$ cat src/hdl/cfe_pkg.sv
package cfe_pkg;

	localparam int unsigned NUM_SLOTS_DEF = 4;

	localparam logic [1:0] OP_START    = 2'd0;
	localparam logic [1:0] OP_KILL     = 2'd1;
	localparam logic [1:0] OP_KILL_ALL = 2'd2;
	localparam logic [1:0] OP_TICK     = 2'd3;

	localparam int unsigned FL_RUN  = 0;
	localparam int unsigned FL_HOLD = 1;
	localparam int unsigned FL_LATE = 2;

	localparam int unsigned CHANNELS = 4;

	typedef struct packed {
		logic [1:0]  operation;
		logic [1:0]  slot;
		logic [31:0] start_rgba;
		logic [31:0] end_rgba;
		logic [15:0] duration;
		logic [15:0] depth;
		logic        one_shot;
		logic        late_group;
	} in_item_t;

	typedef struct packed {
		logic [1:0]  slot_out;
		logic [31:0] colour_rgba;
		logic [15:0] depth_out;
		logic        last;
	} out_item_t;

	typedef struct packed {
		logic [31:0] start_colour;
		logic [31:0] end_colour;
		logic [31:0] current_colour;
		logic [15:0] fade_length;
		logic [15:0] frame_count;
		logic [15:0] slot_depth;
	} slot_entry_t;

	typedef struct packed {
		logic        start;
		logic [31:0] start_rgba;
		logic [31:0] end_rgba;
		logic [15:0] len;
		logic [15:0] cnt;
	} div_req_t;

	typedef struct packed {
		logic        done;
		logic [31:0] colour;
	} div_rsp_t;

endpackage

$ cat src/hdl/cfe_slot_mem.sv
module cfe_slot_mem #(
	parameter int unsigned NUM_SLOTS = cfe_pkg::NUM_SLOTS_DEF,
	parameter int unsigned SW = (NUM_SLOTS > 1) ? $clog2(NUM_SLOTS) : 1
) (
	input  logic                 clk,
	input  logic                 wr_en,
	input  logic [SW-1:0]        wr_addr,
	input  cfe_pkg::slot_entry_t wr_data,
	input  logic                 rd_en,
	input  logic [SW-1:0]        rd_addr,
	output cfe_pkg::slot_entry_t rd_data
);

	cfe_pkg::slot_entry_t mem [NUM_SLOTS];
	cfe_pkg::slot_entry_t rd_data_q;

	always_ff @(posedge clk) begin
		if (wr_en) begin
			mem[wr_addr] <= wr_data;
		end
	end

	always_ff @(posedge clk) begin
		if (rd_en) begin
			rd_data_q <= mem[rd_addr];
		end
	end

	assign rd_data = rd_data_q;

endmodule

$ cat src/hdl/cfe_blend_div.sv
module cfe_blend_div (
	input  logic              clk,
	input  logic              arst_n,
	input  cfe_pkg::div_req_t req,
	output cfe_pkg::div_rsp_t rsp
);

	localparam int unsigned NW = 24;

	logic          busy_q;
	logic          done_q;
	logic [3:0]    step_q;
	logic [NW-1:0] den_q;
	logic [NW-1:0] num_q [cfe_pkg::CHANNELS];
	logic [7:0]    quo_q [cfe_pkg::CHANNELS];
	logic [15:0]   rem_frames;

	assign rem_frames = req.len - req.cnt;

	always_ff @(posedge clk or negedge arst_n) begin
		if (!arst_n) begin
			busy_q <= 1'b0;
			done_q <= 1'b0;
			step_q <= '0;
		end else begin
			done_q <= 1'b0;
			if (req.start) begin
				busy_q <= 1'b1;
				step_q <= 4'd8;
			end else if (busy_q) begin
				step_q <= step_q - 4'd1;
				if (step_q == 4'd1) begin
					busy_q <= 1'b0;
					done_q <= 1'b1;
				end
			end
		end
	end

	always_ff @(posedge clk) begin
		logic [NW:0] prod;
		if (req.start) begin
			den_q <= {1'b0, req.len, 7'b0};
			for (int l = 0; l < cfe_pkg::CHANNELS; l++) begin
				prod = (NW+1)'(req.start_rgba[8*l +: 8]) * (NW+1)'(rem_frames)
				     + (NW+1)'(req.end_rgba[8*l +: 8]) * (NW+1)'(req.cnt);
				num_q[l] <= prod[NW-1:0];
			end
		end else if (busy_q) begin
			den_q <= den_q >> 1;
			for (int l = 0; l < cfe_pkg::CHANNELS; l++) begin
				if (num_q[l] >= den_q) begin
					num_q[l] <= num_q[l] - den_q;
					quo_q[l] <= {quo_q[l][6:0], 1'b1};
				end else begin
					quo_q[l] <= {quo_q[l][6:0], 1'b0};
				end
			end
		end
	end

	assign rsp.done = done_q;

	for (genvar l = 0; l < cfe_pkg::CHANNELS; l++) begin : g_lane
		assign rsp.colour[8*l +: 8] = quo_q[l];
	end

endmodule

$ cat src/hdl/multi_slot_colour_fade_engine_unit.sv
// Multi-slot colour fade engine.
// Input channel (in_valid/in_ready/in_item): start, kill, kill-all or frame tick.
// Output channel (out_valid/out_ready/out_item): one item per drawn slot of a
// tick, in slot order, with last set on the final one. A tick with no visible
// slot produces nothing. Other operations produce nothing.
// Slot data lives in a single-port-write, registered-read memory; slot flags
// are in flops. A tick walks the slots: read, blend, write back, emit.
// Start, kill and kill-all update the slot state without leaving idle. After a
// tick is taken, the walk reads each slot, skips those outside the group,
// writes back visited slots with no blend, and runs the 8-step divider (four
// channels in parallel) for each animating slot, then flushes the held result.
// One result is held back so that last can be set; an output register
// decouples the receiver. When out_ready is low the walk waits at the next
// emitted result, so no item is lost or repeated.
// Reset clears all slot flags (every slot inactive) and the control state.
// No clearing pass is needed: memory contents are only used after a start.
module multi_slot_colour_fade_engine_unit #(
	parameter int unsigned NUM_SLOTS = cfe_pkg::NUM_SLOTS_DEF
) (
	input  logic               clk,
	input  logic               arst_n,
	input  logic               in_valid,
	output logic               in_ready,
	input  cfe_pkg::in_item_t  in_item,
	output logic               out_valid,
	input  logic               out_ready,
	output cfe_pkg::out_item_t out_item
);

	localparam int unsigned SW = (NUM_SLOTS > 1) ? $clog2(NUM_SLOTS) : 1;
	localparam int unsigned CW = $clog2(NUM_SLOTS + 1);

	typedef enum logic [5:0] {
		ST_IDLE  = 6'b000001,
		ST_READ  = 6'b000010,
		ST_EVAL  = 6'b000100,
		ST_DIV   = 6'b001000,
		ST_WB    = 6'b010000,
		ST_FLUSH = 6'b100000
	} state_t;

	state_t               state_q;
	logic [CW-1:0]        idx_q;
	logic                 group_q;
	logic [2:0]           flags_q [NUM_SLOTS];
	cfe_pkg::slot_entry_t entry_q;
	logic                 pend_valid_q;
	cfe_pkg::out_item_t   pend_q;
	logic                 out_valid_q;
	cfe_pkg::out_item_t   out_q;

	logic                 in_fire;
	logic [SW+1:0]        slot_ext;
	logic [SW-1:0]        in_idx;
	logic                 in_slot_ok;
	logic [SW-1:0]        cur_idx;
	logic [2:0]           cur_flags;
	logic [CW+1:0]        idx_ext;
	logic                 out_free;
	logic                 push;
	cfe_pkg::out_item_t   push_item;
	logic                 visible;

	logic                 mem_wr_en;
	logic [SW-1:0]        mem_wr_addr;
	cfe_pkg::slot_entry_t mem_wr_data;
	logic                 mem_rd_en;
	cfe_pkg::slot_entry_t mem_rd_data;
	cfe_pkg::div_req_t    div_req;
	cfe_pkg::div_rsp_t    div_rsp;

	assign in_ready   = (state_q == ST_IDLE);
	assign in_fire    = in_valid && in_ready;
	assign slot_ext   = (SW+2)'(in_item.slot);
	assign in_idx     = slot_ext[SW-1:0];
	assign in_slot_ok = slot_ext < (SW+2)'(NUM_SLOTS);
	assign cur_idx    = idx_q[SW-1:0];
	assign cur_flags  = flags_q[cur_idx];
	assign idx_ext    = (CW+2)'(idx_q);
	assign out_free   = !out_valid_q || out_ready;
	assign visible    = cur_flags[cfe_pkg::FL_RUN] || cur_flags[cfe_pkg::FL_HOLD];

	always_comb begin
		mem_wr_en   = 1'b0;
		mem_wr_addr = cur_idx;
		mem_wr_data = entry_q;
		if (in_fire && in_item.operation == cfe_pkg::OP_START && in_slot_ok) begin
			mem_wr_en                  = 1'b1;
			mem_wr_addr                = in_idx;
			mem_wr_data.start_colour   = in_item.start_rgba;
			mem_wr_data.end_colour     = in_item.end_rgba;
			mem_wr_data.current_colour = in_item.start_rgba;
			mem_wr_data.fade_length    = in_item.duration;
			mem_wr_data.frame_count    = '0;
			mem_wr_data.slot_depth     = in_item.depth;
		end else if (state_q == ST_WB) begin
			mem_wr_en = 1'b1;
		end
	end

	assign mem_rd_en = (state_q == ST_READ);

	cfe_slot_mem #(
		.NUM_SLOTS(NUM_SLOTS),
		.SW       (SW)
	) u_mem (
		.clk    (clk),
		.wr_en  (mem_wr_en),
		.wr_addr(mem_wr_addr),
		.wr_data(mem_wr_data),
		.rd_en  (mem_rd_en),
		.rd_addr(cur_idx),
		.rd_data(mem_rd_data)
	);

	assign div_req.start = (state_q == ST_EVAL) && cur_flags[cfe_pkg::FL_RUN]
	                    && (mem_rd_data.frame_count < mem_rd_data.fade_length);
	assign div_req.start_rgba = mem_rd_data.start_colour;
	assign div_req.end_rgba   = mem_rd_data.end_colour;
	assign div_req.len        = mem_rd_data.fade_length;
	assign div_req.cnt        = mem_rd_data.frame_count;

	cfe_blend_div u_div (
		.clk   (clk),
		.arst_n(arst_n),
		.req   (div_req),
		.rsp   (div_rsp)
	);

	// pending result goes out when the next one is produced or at the end
	always_comb begin
		push      = 1'b0;
		push_item = pend_q;
		if (state_q == ST_WB && visible && pend_valid_q && out_free) begin
			push           = 1'b1;
			push_item.last = 1'b0;
		end else if (state_q == ST_FLUSH && pend_valid_q && out_free) begin
			push           = 1'b1;
			push_item.last = 1'b1;
		end
	end

	always_ff @(posedge clk or negedge arst_n) begin
		if (!arst_n) begin
			state_q      <= ST_IDLE;
			idx_q        <= '0;
			group_q      <= 1'b0;
			pend_valid_q <= 1'b0;
			out_valid_q  <= 1'b0;
			for (int i = 0; i < NUM_SLOTS; i++) begin
				flags_q[i] <= '0;
			end
		end else begin
			if (push) begin
				out_valid_q <= 1'b1;
			end else if (out_ready) begin
				out_valid_q <= 1'b0;
			end
			case (state_q)
				ST_IDLE: begin
					if (in_fire) begin
						case (in_item.operation)
							cfe_pkg::OP_START: begin
								if (in_slot_ok) begin
									flags_q[in_idx] <= {in_item.late_group, !in_item.one_shot, 1'b1};
								end
							end
							cfe_pkg::OP_KILL: begin
								if (in_slot_ok) begin
									flags_q[in_idx] <= '0;
								end
							end
							cfe_pkg::OP_KILL_ALL: begin
								for (int i = 0; i < NUM_SLOTS; i++) begin
									flags_q[i] <= '0;
								end
							end
							cfe_pkg::OP_TICK: begin
								group_q <= in_item.late_group;
								idx_q   <= '0;
								state_q <= ST_READ;
							end
							default: begin
							end
						endcase
					end
				end
				ST_READ: begin
					if (idx_ext == (CW+2)'(NUM_SLOTS)) begin
						state_q <= ST_FLUSH;
					end else if (cur_flags[cfe_pkg::FL_LATE] == group_q) begin
						state_q <= ST_EVAL;
					end else begin
						idx_q <= idx_q + 1'b1;
					end
				end
				ST_EVAL: begin
					if (div_req.start) begin
						state_q <= ST_DIV;
					end else begin
						if (cur_flags[cfe_pkg::FL_RUN]) begin
							if (cur_flags[cfe_pkg::FL_HOLD]) begin
								flags_q[cur_idx][cfe_pkg::FL_RUN] <= 1'b0;
							end else begin
								flags_q[cur_idx] <= '0;
							end
						end
						state_q <= ST_WB;
					end
				end
				ST_DIV: begin
					if (div_rsp.done) begin
						state_q <= ST_WB;
					end
				end
				ST_WB: begin
					if (!visible) begin
						idx_q   <= idx_q + 1'b1;
						state_q <= ST_READ;
					end else if (!pend_valid_q || out_free) begin
						pend_valid_q <= 1'b1;
						idx_q        <= idx_q + 1'b1;
						state_q      <= ST_READ;
					end
				end
				ST_FLUSH: begin
					if (!pend_valid_q) begin
						state_q <= ST_IDLE;
					end else if (out_free) begin
						pend_valid_q <= 1'b0;
						state_q      <= ST_IDLE;
					end
				end
				default: begin
					state_q <= ST_IDLE;
				end
			endcase
		end
	end

	always_ff @(posedge clk) begin
		if (push) begin
			out_q <= push_item;
		end
		if (state_q == ST_EVAL) begin
			if (cur_flags[cfe_pkg::FL_RUN] && !div_req.start) begin
				entry_q <= {mem_rd_data.start_colour, mem_rd_data.end_colour,
					mem_rd_data.end_colour, mem_rd_data.fade_length,
					mem_rd_data.frame_count, mem_rd_data.slot_depth};
			end else begin
				entry_q <= mem_rd_data;
			end
		end
		if (state_q == ST_DIV && div_rsp.done) begin
			entry_q.current_colour <= div_rsp.colour;
			entry_q.frame_count    <= entry_q.frame_count + 16'd1;
		end
		if (state_q == ST_WB && visible && (!pend_valid_q || out_free)) begin
			pend_q.slot_out    <= idx_ext[1:0];
			pend_q.colour_rgba <= entry_q.current_colour;
			pend_q.depth_out   <= entry_q.slot_depth;
			pend_q.last        <= 1'b0;
		end
	end

	assign out_valid = out_valid_q;
	assign out_item  = out_q;

endmodule
$ cat config.mk
export PLATFORM = sky130hd
export DESIGN_NAME = multi_slot_colour_fade_engine_unit
export DESIGN_NICKNAME = d
export VERILOG_FILES = /design/src/hdl/cfe_pkg.sv /design/src/hdl/cfe_slot_mem.sv /design/src/hdl/cfe_blend_div.sv /design/src/hdl/multi_slot_colour_fade_engine_unit.sv
export SDC_FILE = /design/constraint.sdc
export NUM_CORES = 2
export LEC_CHECK = 0
export BUFFER_PORTS_ARGS = -buffer_cell sky130_fd_sc_hd__buf_2
export CAP_MARGIN = 20
export CORE_UTILIZATION = 49
export DETAILED_ROUTE_END_ITERATION = 8
export MAX_ROUTING_LAYER = met4
export PLACE_DENSITY = 0.62
export SLEW_MARGIN = 20
export SYNTH_ARGS = -nofsm -noshare
export SYNTH_HDL_FRONTEND = slang
export SYNTH_SLANG_ARGS = --single-unit
$ cat constraint.sdc
create_clock -name clk -period 15 [get_ports clk]
set_clock_uncertainty 0.2 [all_clocks]
set_input_delay 0 -clock clk [delete_from_list [all_inputs] [get_ports clk]]
set_output_delay 0 -clock clk [all_outputs]
set_load 0.01 [all_outputs]
[Word-level counts from Yosys, hierarchy flattened]
Memory sizes are Yosys's and may differ from the RTL's. A register that Yosys moved wholly into a read port is not among the register bits.
Cells that the tools add are included.
Word-level totals
  bits in registers: 298
  RAM bits: 704
  input port bits: 106
  output and inout bits: 53
  word-level logic and storage cells: 244
  memories kept: 3
Operators by class
  $add $sub $neg: 12
  $mul: 8
  magnitude comparators: 10
  eq/ne operators: 27
  mux-type cells: 107
  bitwise logic cells: 16
  reduce and logical (&&, ||, !) cells: 34
Memories
  u_mem.mem: words 4, bits a word 144, rd ports 1, clocked after memory_dff 1, write ports 1, line cfe_slot_mem.sv:14  | cfe_pkg::slot_entry_t mem [NUM_SLOTS];
  u_div.num_q: words 4, bits a word 24, rd ports 4, clocked after memory_dff 0, write ports 4, line cfe_blend_div.sv:14  | logic [NW-1:0] num_q [cfe_pkg::CHANNELS];
  u_div.quo_q: words 4, bits a word 8, rd ports 4, clocked after memory_dff 0, write ports 4, line cfe_blend_div.sv:15  | logic [7:0] quo_q [cfe_pkg::CHANNELS];
Operator list (count)
  multiplier 8 x 16 -> 24 bit: 8
  two-way mux 80 bit: 2
  two-way mux 144 bit: 1
  adder 24 bit: 4
  greater-or-equal comparator 24 x 23 -> 1 bit: 4
  two-way mux 24 bit: 4
  subtractor 24 x 23 -> 24 bit: 4
  two-way mux 12 bit: 6
  two-way mux 6 bit: 9
  two-way mux 1 bit: 53
  two-way mux 23 bit: 2
  bitwise AND 12 bit: 3
  inverter 12 bit: 3
  case mux 12 bit (3 select lines): 1
  case mux 6 bit (6 select lines): 1
  two-way mux 32 bit: 1
  two-way mux 8 bit: 4
  two-way mux 3 bit: 10
  case mux 12 bit (2 select lines): 1
  demux 3 bit (select 2 bit): 3
  adder 16 x 1 -> 16 bit, second input constant: 1
  less-than comparator 16 bit: 1
  two-way mux 16 bit: 1
  subtractor 16 bit: 1
  other kinds (40): 86

[Longest topological paths before layout]
  depth after elaboration: 11
  mapped depth: 35
  mapped depth without buffers: 34

[Modules after synthesis]
Synthesis repeated with hierarchy kept, for this count alone.
Second synthesis, totals
  cells, all modules: 6976
  area, all modules: 82087.5 µm²
By module, submodules not included
  cfe_blend_div: instances 1, cells an instance 5033, area each 44989.4 µm², sequential area each 4604.4 µm²
  cfe_slot_mem: instances 1, cells an instance 900, area each 25095.3 µm², sequential area each 21620.7 µm²
  multi_slot_colour_fade_engine_unit: instances 1, cells an instance 1043, area each 12002.8 µm², sequential area each 7958.9 µm²

[Least setup slack after synthesis]
Ideal clock, no wire load.
  kind: register to register
  start point: register idx_q[0]
  end point: memory u_mem.mem[1][0] in the netlist's numbering, enable pin
  library setup time: 0.865 ns
  arrival time: 12.544 ns
  required time: 13.935 ns
  slack: 1.391 ns
  stages on the path, launching flop included: 6
  cell sequence: dfrtp_1 > clkbuf_1 > buf_1 > buf_1 > inv_1 > o32ai_1
Between the ends
  word-level cells in the longest chain between the ends: 1
RTL lines
  from (decl): line multi_slot_colour_fade_engine_unit.sv:43  | logic [CW-1:0] idx_q;
  from (signal assigned): line multi_slot_colour_fade_engine_unit.sv:194  | idx_q <= idx_q + 1'b1;
  from (signal assigned): line multi_slot_colour_fade_engine_unit.sv:218  | idx_q <= idx_q + 1'b1;
  from (signal assigned): line multi_slot_colour_fade_engine_unit.sv:222  | idx_q <= idx_q + 1'b1;
  two-way mux 2 bit: line multi_slot_colour_fade_engine_unit.sv:87  | if (in_fire && in_item.operation == cfe_pkg::OP_START && in_slot_ok) begin
  to (decl): line cfe_slot_mem.sv:14
No other way between the ends.

==> out/results.txt <==
Main synth FF type: edfxtp_1
WP data arrival: 9.61 ns
Post-synth EDFFs: 1108
Horiz. Die Dim: 407 microns
CP Class: reg -> reg
Kind of cell adding the most delay to the critical path: adder cells
CTS Buf Count: 115
Syn Inst Count: 6798
I/O pin total: 159
Final-report max-slew violation count: 0
DR vias: 51440
Wirelength per Cell: 21.94 microns
Reg2reg setup slack: 5.64 ns
Status: finished clean
Clock Latency Late Sink: 0.79 ns
Initial antenna violation count: 2
Global-route wire length before repair: 321900 microns
Post-route clock period utilization: 62.41%
Rel. slew slack: 25.00%
Cell mode on critical path: fa_1
GRT Total Usage: 26.49%
Final hold violation count: 0
Layout net count: 8432
Share of layout cells above drive strength 1: 9.253%
Area grow syn2layout: 11.62%
TritonCTS clock tree: done
Largest net degree at the start of global routing: 124
Drt drc: 0
CTS root buf: clkbuf_16
Hold path cells: 4
Worst Hold Path EP: u_mem.mem[3][117]$_DFFE_PP_
Clock tree buffer depth: 3
Avg Vias per Cell: 5.494
Crit-path max FO: 34
Finish-stage setup viols: 0
Starting Density: 49.38%
Mapped cell area: 80370 sq um
Post-synthesis sequential area ratio: 42.53%
Worst r2r src: u_mem.rd_data[17]$_DFFE_PP_
Reg clk slew, reported paths: 0.06 ns
Top-count cell post-synth: edfxtp_1
WL final: 205400 microns
Synth Warn #: 0
Core area: 162800 sq um
Post-synth cell types: 78
Vias in the first global route: 53670
Routed Antenna Nets: 0
CTS Sinks: 1146
Grt total ovfl: 0
Num rows: 148
Iteration-0 DRC Markers: 3985
DIE AREA: 165600 sq um
Reg2Reg Depth: 30
Synth cell count leaders: edfxtp_1, nand2_1, inv_1
Buf/Inv on CP: 6
Area leader, netlist: edfxtp_1
Crit end category: flop
Routability cong.: 0.9118
Post-route setup TNS: 0 ns
Yosys reg bits: 1146
Critical path required time: 15.25 ns
Post-Layout Cell Count: 9364
Max Freq: 106.8 MHz
Async S/R FF share, synth: 2.618%
Port bufs: 158
Post-CTS sizing: 0
First-pass iteration count of the detailed router: 8
Startpoint types: flop
Hold WS: 0.03841 ns
Synthesized net count: 8143
RSZ-0062 raised after global routing: no
Placed Cells incl. Taps: 8949
Worst Tran Pin Value: 1.125 ns
HPWL Detailed: 139700 microns
Avg Inst Size Synth: 11.82 sq um
Post-synth top area share: 41.40%
Tightest Hold Check Type: in -> reg
Die height: 407 microns
H-tree Lvls: 3
Max Cap Viol: 0
Max stage delay cell, worst path: fa_1
FF-to-FF End: u_div.num_q[2][23]$_DFFE_PP_
Final Critical Period: 9.362 ns
Worst hold path startpoint: in_item[71]
Most area-consuming cells after synthesis: edfxtp_1, fa_1, ha_1
CP max stage delay: 0.55 ns
worst register-to-register path: cells and delay by family, from the launching register on:
family,cells,cell delay (ns)
AOI/OAI and AO/OA,6,1.62
xor gates and xnor gates,2,0.55
adders and majority gates,8,3.79
buffers and inverters,6,1.12
DFF,1,0.32
muxes,1,0.13
and+or+nand+nor,7,1.36
repair_timing:
| action | CTS | global route |
|---|---|---|
| buffers inserted | 0 | 0 |
| hold buffers | 196 | 0 |
| hold endpoints to repair | 610 | 0 |
how the worst max path moves through the flow:
| stage | slack, ns | to | depth (start not counted) | startpoint |
|---|---|---|---|---|
| after CTS | 5.76 | u_div.num_q[2][23]$_DFFE_PP_ | 30 | u_mem.rd_data[17]$_DFFE_PP_ |
| after floorplan | 1.39 | u_mem.mem[1][0]$_DFFE_PP_ | 5 | idx_q[0]$_DFFE_PN0P_ |
| final | 5.64 | u_div.num_q[2][23]$_DFFE_PP_ | 30 | u_mem.rd_data[17]$_DFFE_PP_ |
| after global placement | 5.91 | u_div.num_q[2][23]$_DFFE_PP_ | 30 | u_mem.rd_data[17]$_DFFE_PP_ |
| after global routing | 5.22 | u_div.num_q[2][23]$_DFFE_PP_ | 30 | u_mem.rd_data[17]$_DFFE_PP_ |
| after detailed placement | 5.75 | u_div.num_q[2][23]$_DFFE_PP_ | 30 | u_mem.rd_data[17]$_DFFE_PP_ |
per-stage QoR:
stage	cell area (sq um)	util [%]	setup slack (ns)
global route	89710	55.11	5.220
finish	89710	55.12	5.639
global placement	83830	51.50	5.906
detailed placement	83840	51.51	5.752
CTS	89710	55.11	5.755
floorplan	80370	-	1.391
per-layer routing:
metal  up-vias  track usage, %  wire length [microns]
met5         -               -                      0
met4         0           7.176                   5671
met3       263           2.811                  13280
met2      1794           40.61                  94650
met1     26430           37.80                  91820
li1      22950               -                      -
registers in the layout, summed over array words and instances (netlist names):
register,count
entry_q,144
flags_q,12
group_q,1
idx_q,3
out_item,51
out_valid,1
pend_q,50
pend_valid_q,1
state_q,6
u_div.busy_q,1
u_div.den_q,23
u_div.done_q,1
u_div.num_q,96
u_div.quo_q,32
u_div.step_q,4
u_mem.mem,576
u_mem.rd_data,144
final cells by class:
| class | instances | area, sq um |
|---|---|---|
| diodes | 2 | 5.005 |
| clock buffers | 138 | 3004 |
| clock inverters | 79 | 893.4 |
| fillers | 13670 | 73060 |
| inverters | 1054 | 3959 |
| multi-input cells | 4306 | 41300 |
| flip-flops and latches | 1146 | 34190 |
| well taps | 2175 | 2721 |
| repair buffers | 464 | 3638 |
placed cells by master (no fill, tap or decap), drive strengths merged, types with 182 or more instances in the layout:
master / count
nand2: 1080
ha: 402
o21ai: 197
a21oi: 182
inv: 1057
fa: 837
dlygate4sd3: 195
and2: 464
edfxtp: 1108
buf: 269
kinds of logic (layout without fill, tap and decap cells):
family | count (synthesis) | in the layout | share of synthesized area, %
flops | 1146 | 1146 | 42.53
fa+ha+maj | 1239 | 1239 | 27.11
buf+inv | 1346 | 1735 | 6.373
compound gates | 670 | 670 | 5.223
mux | 209 | 209 | 4.901
xor+xnor | 200 | 200 | 2.179
simple gates | 1988 | 1988 | 11.69
other cells | 0 | 2 | 0
Power is left out: the tool's default activity adds up to more than one toggle a clock period on the data nets, which glitch-free logic cannot reach.
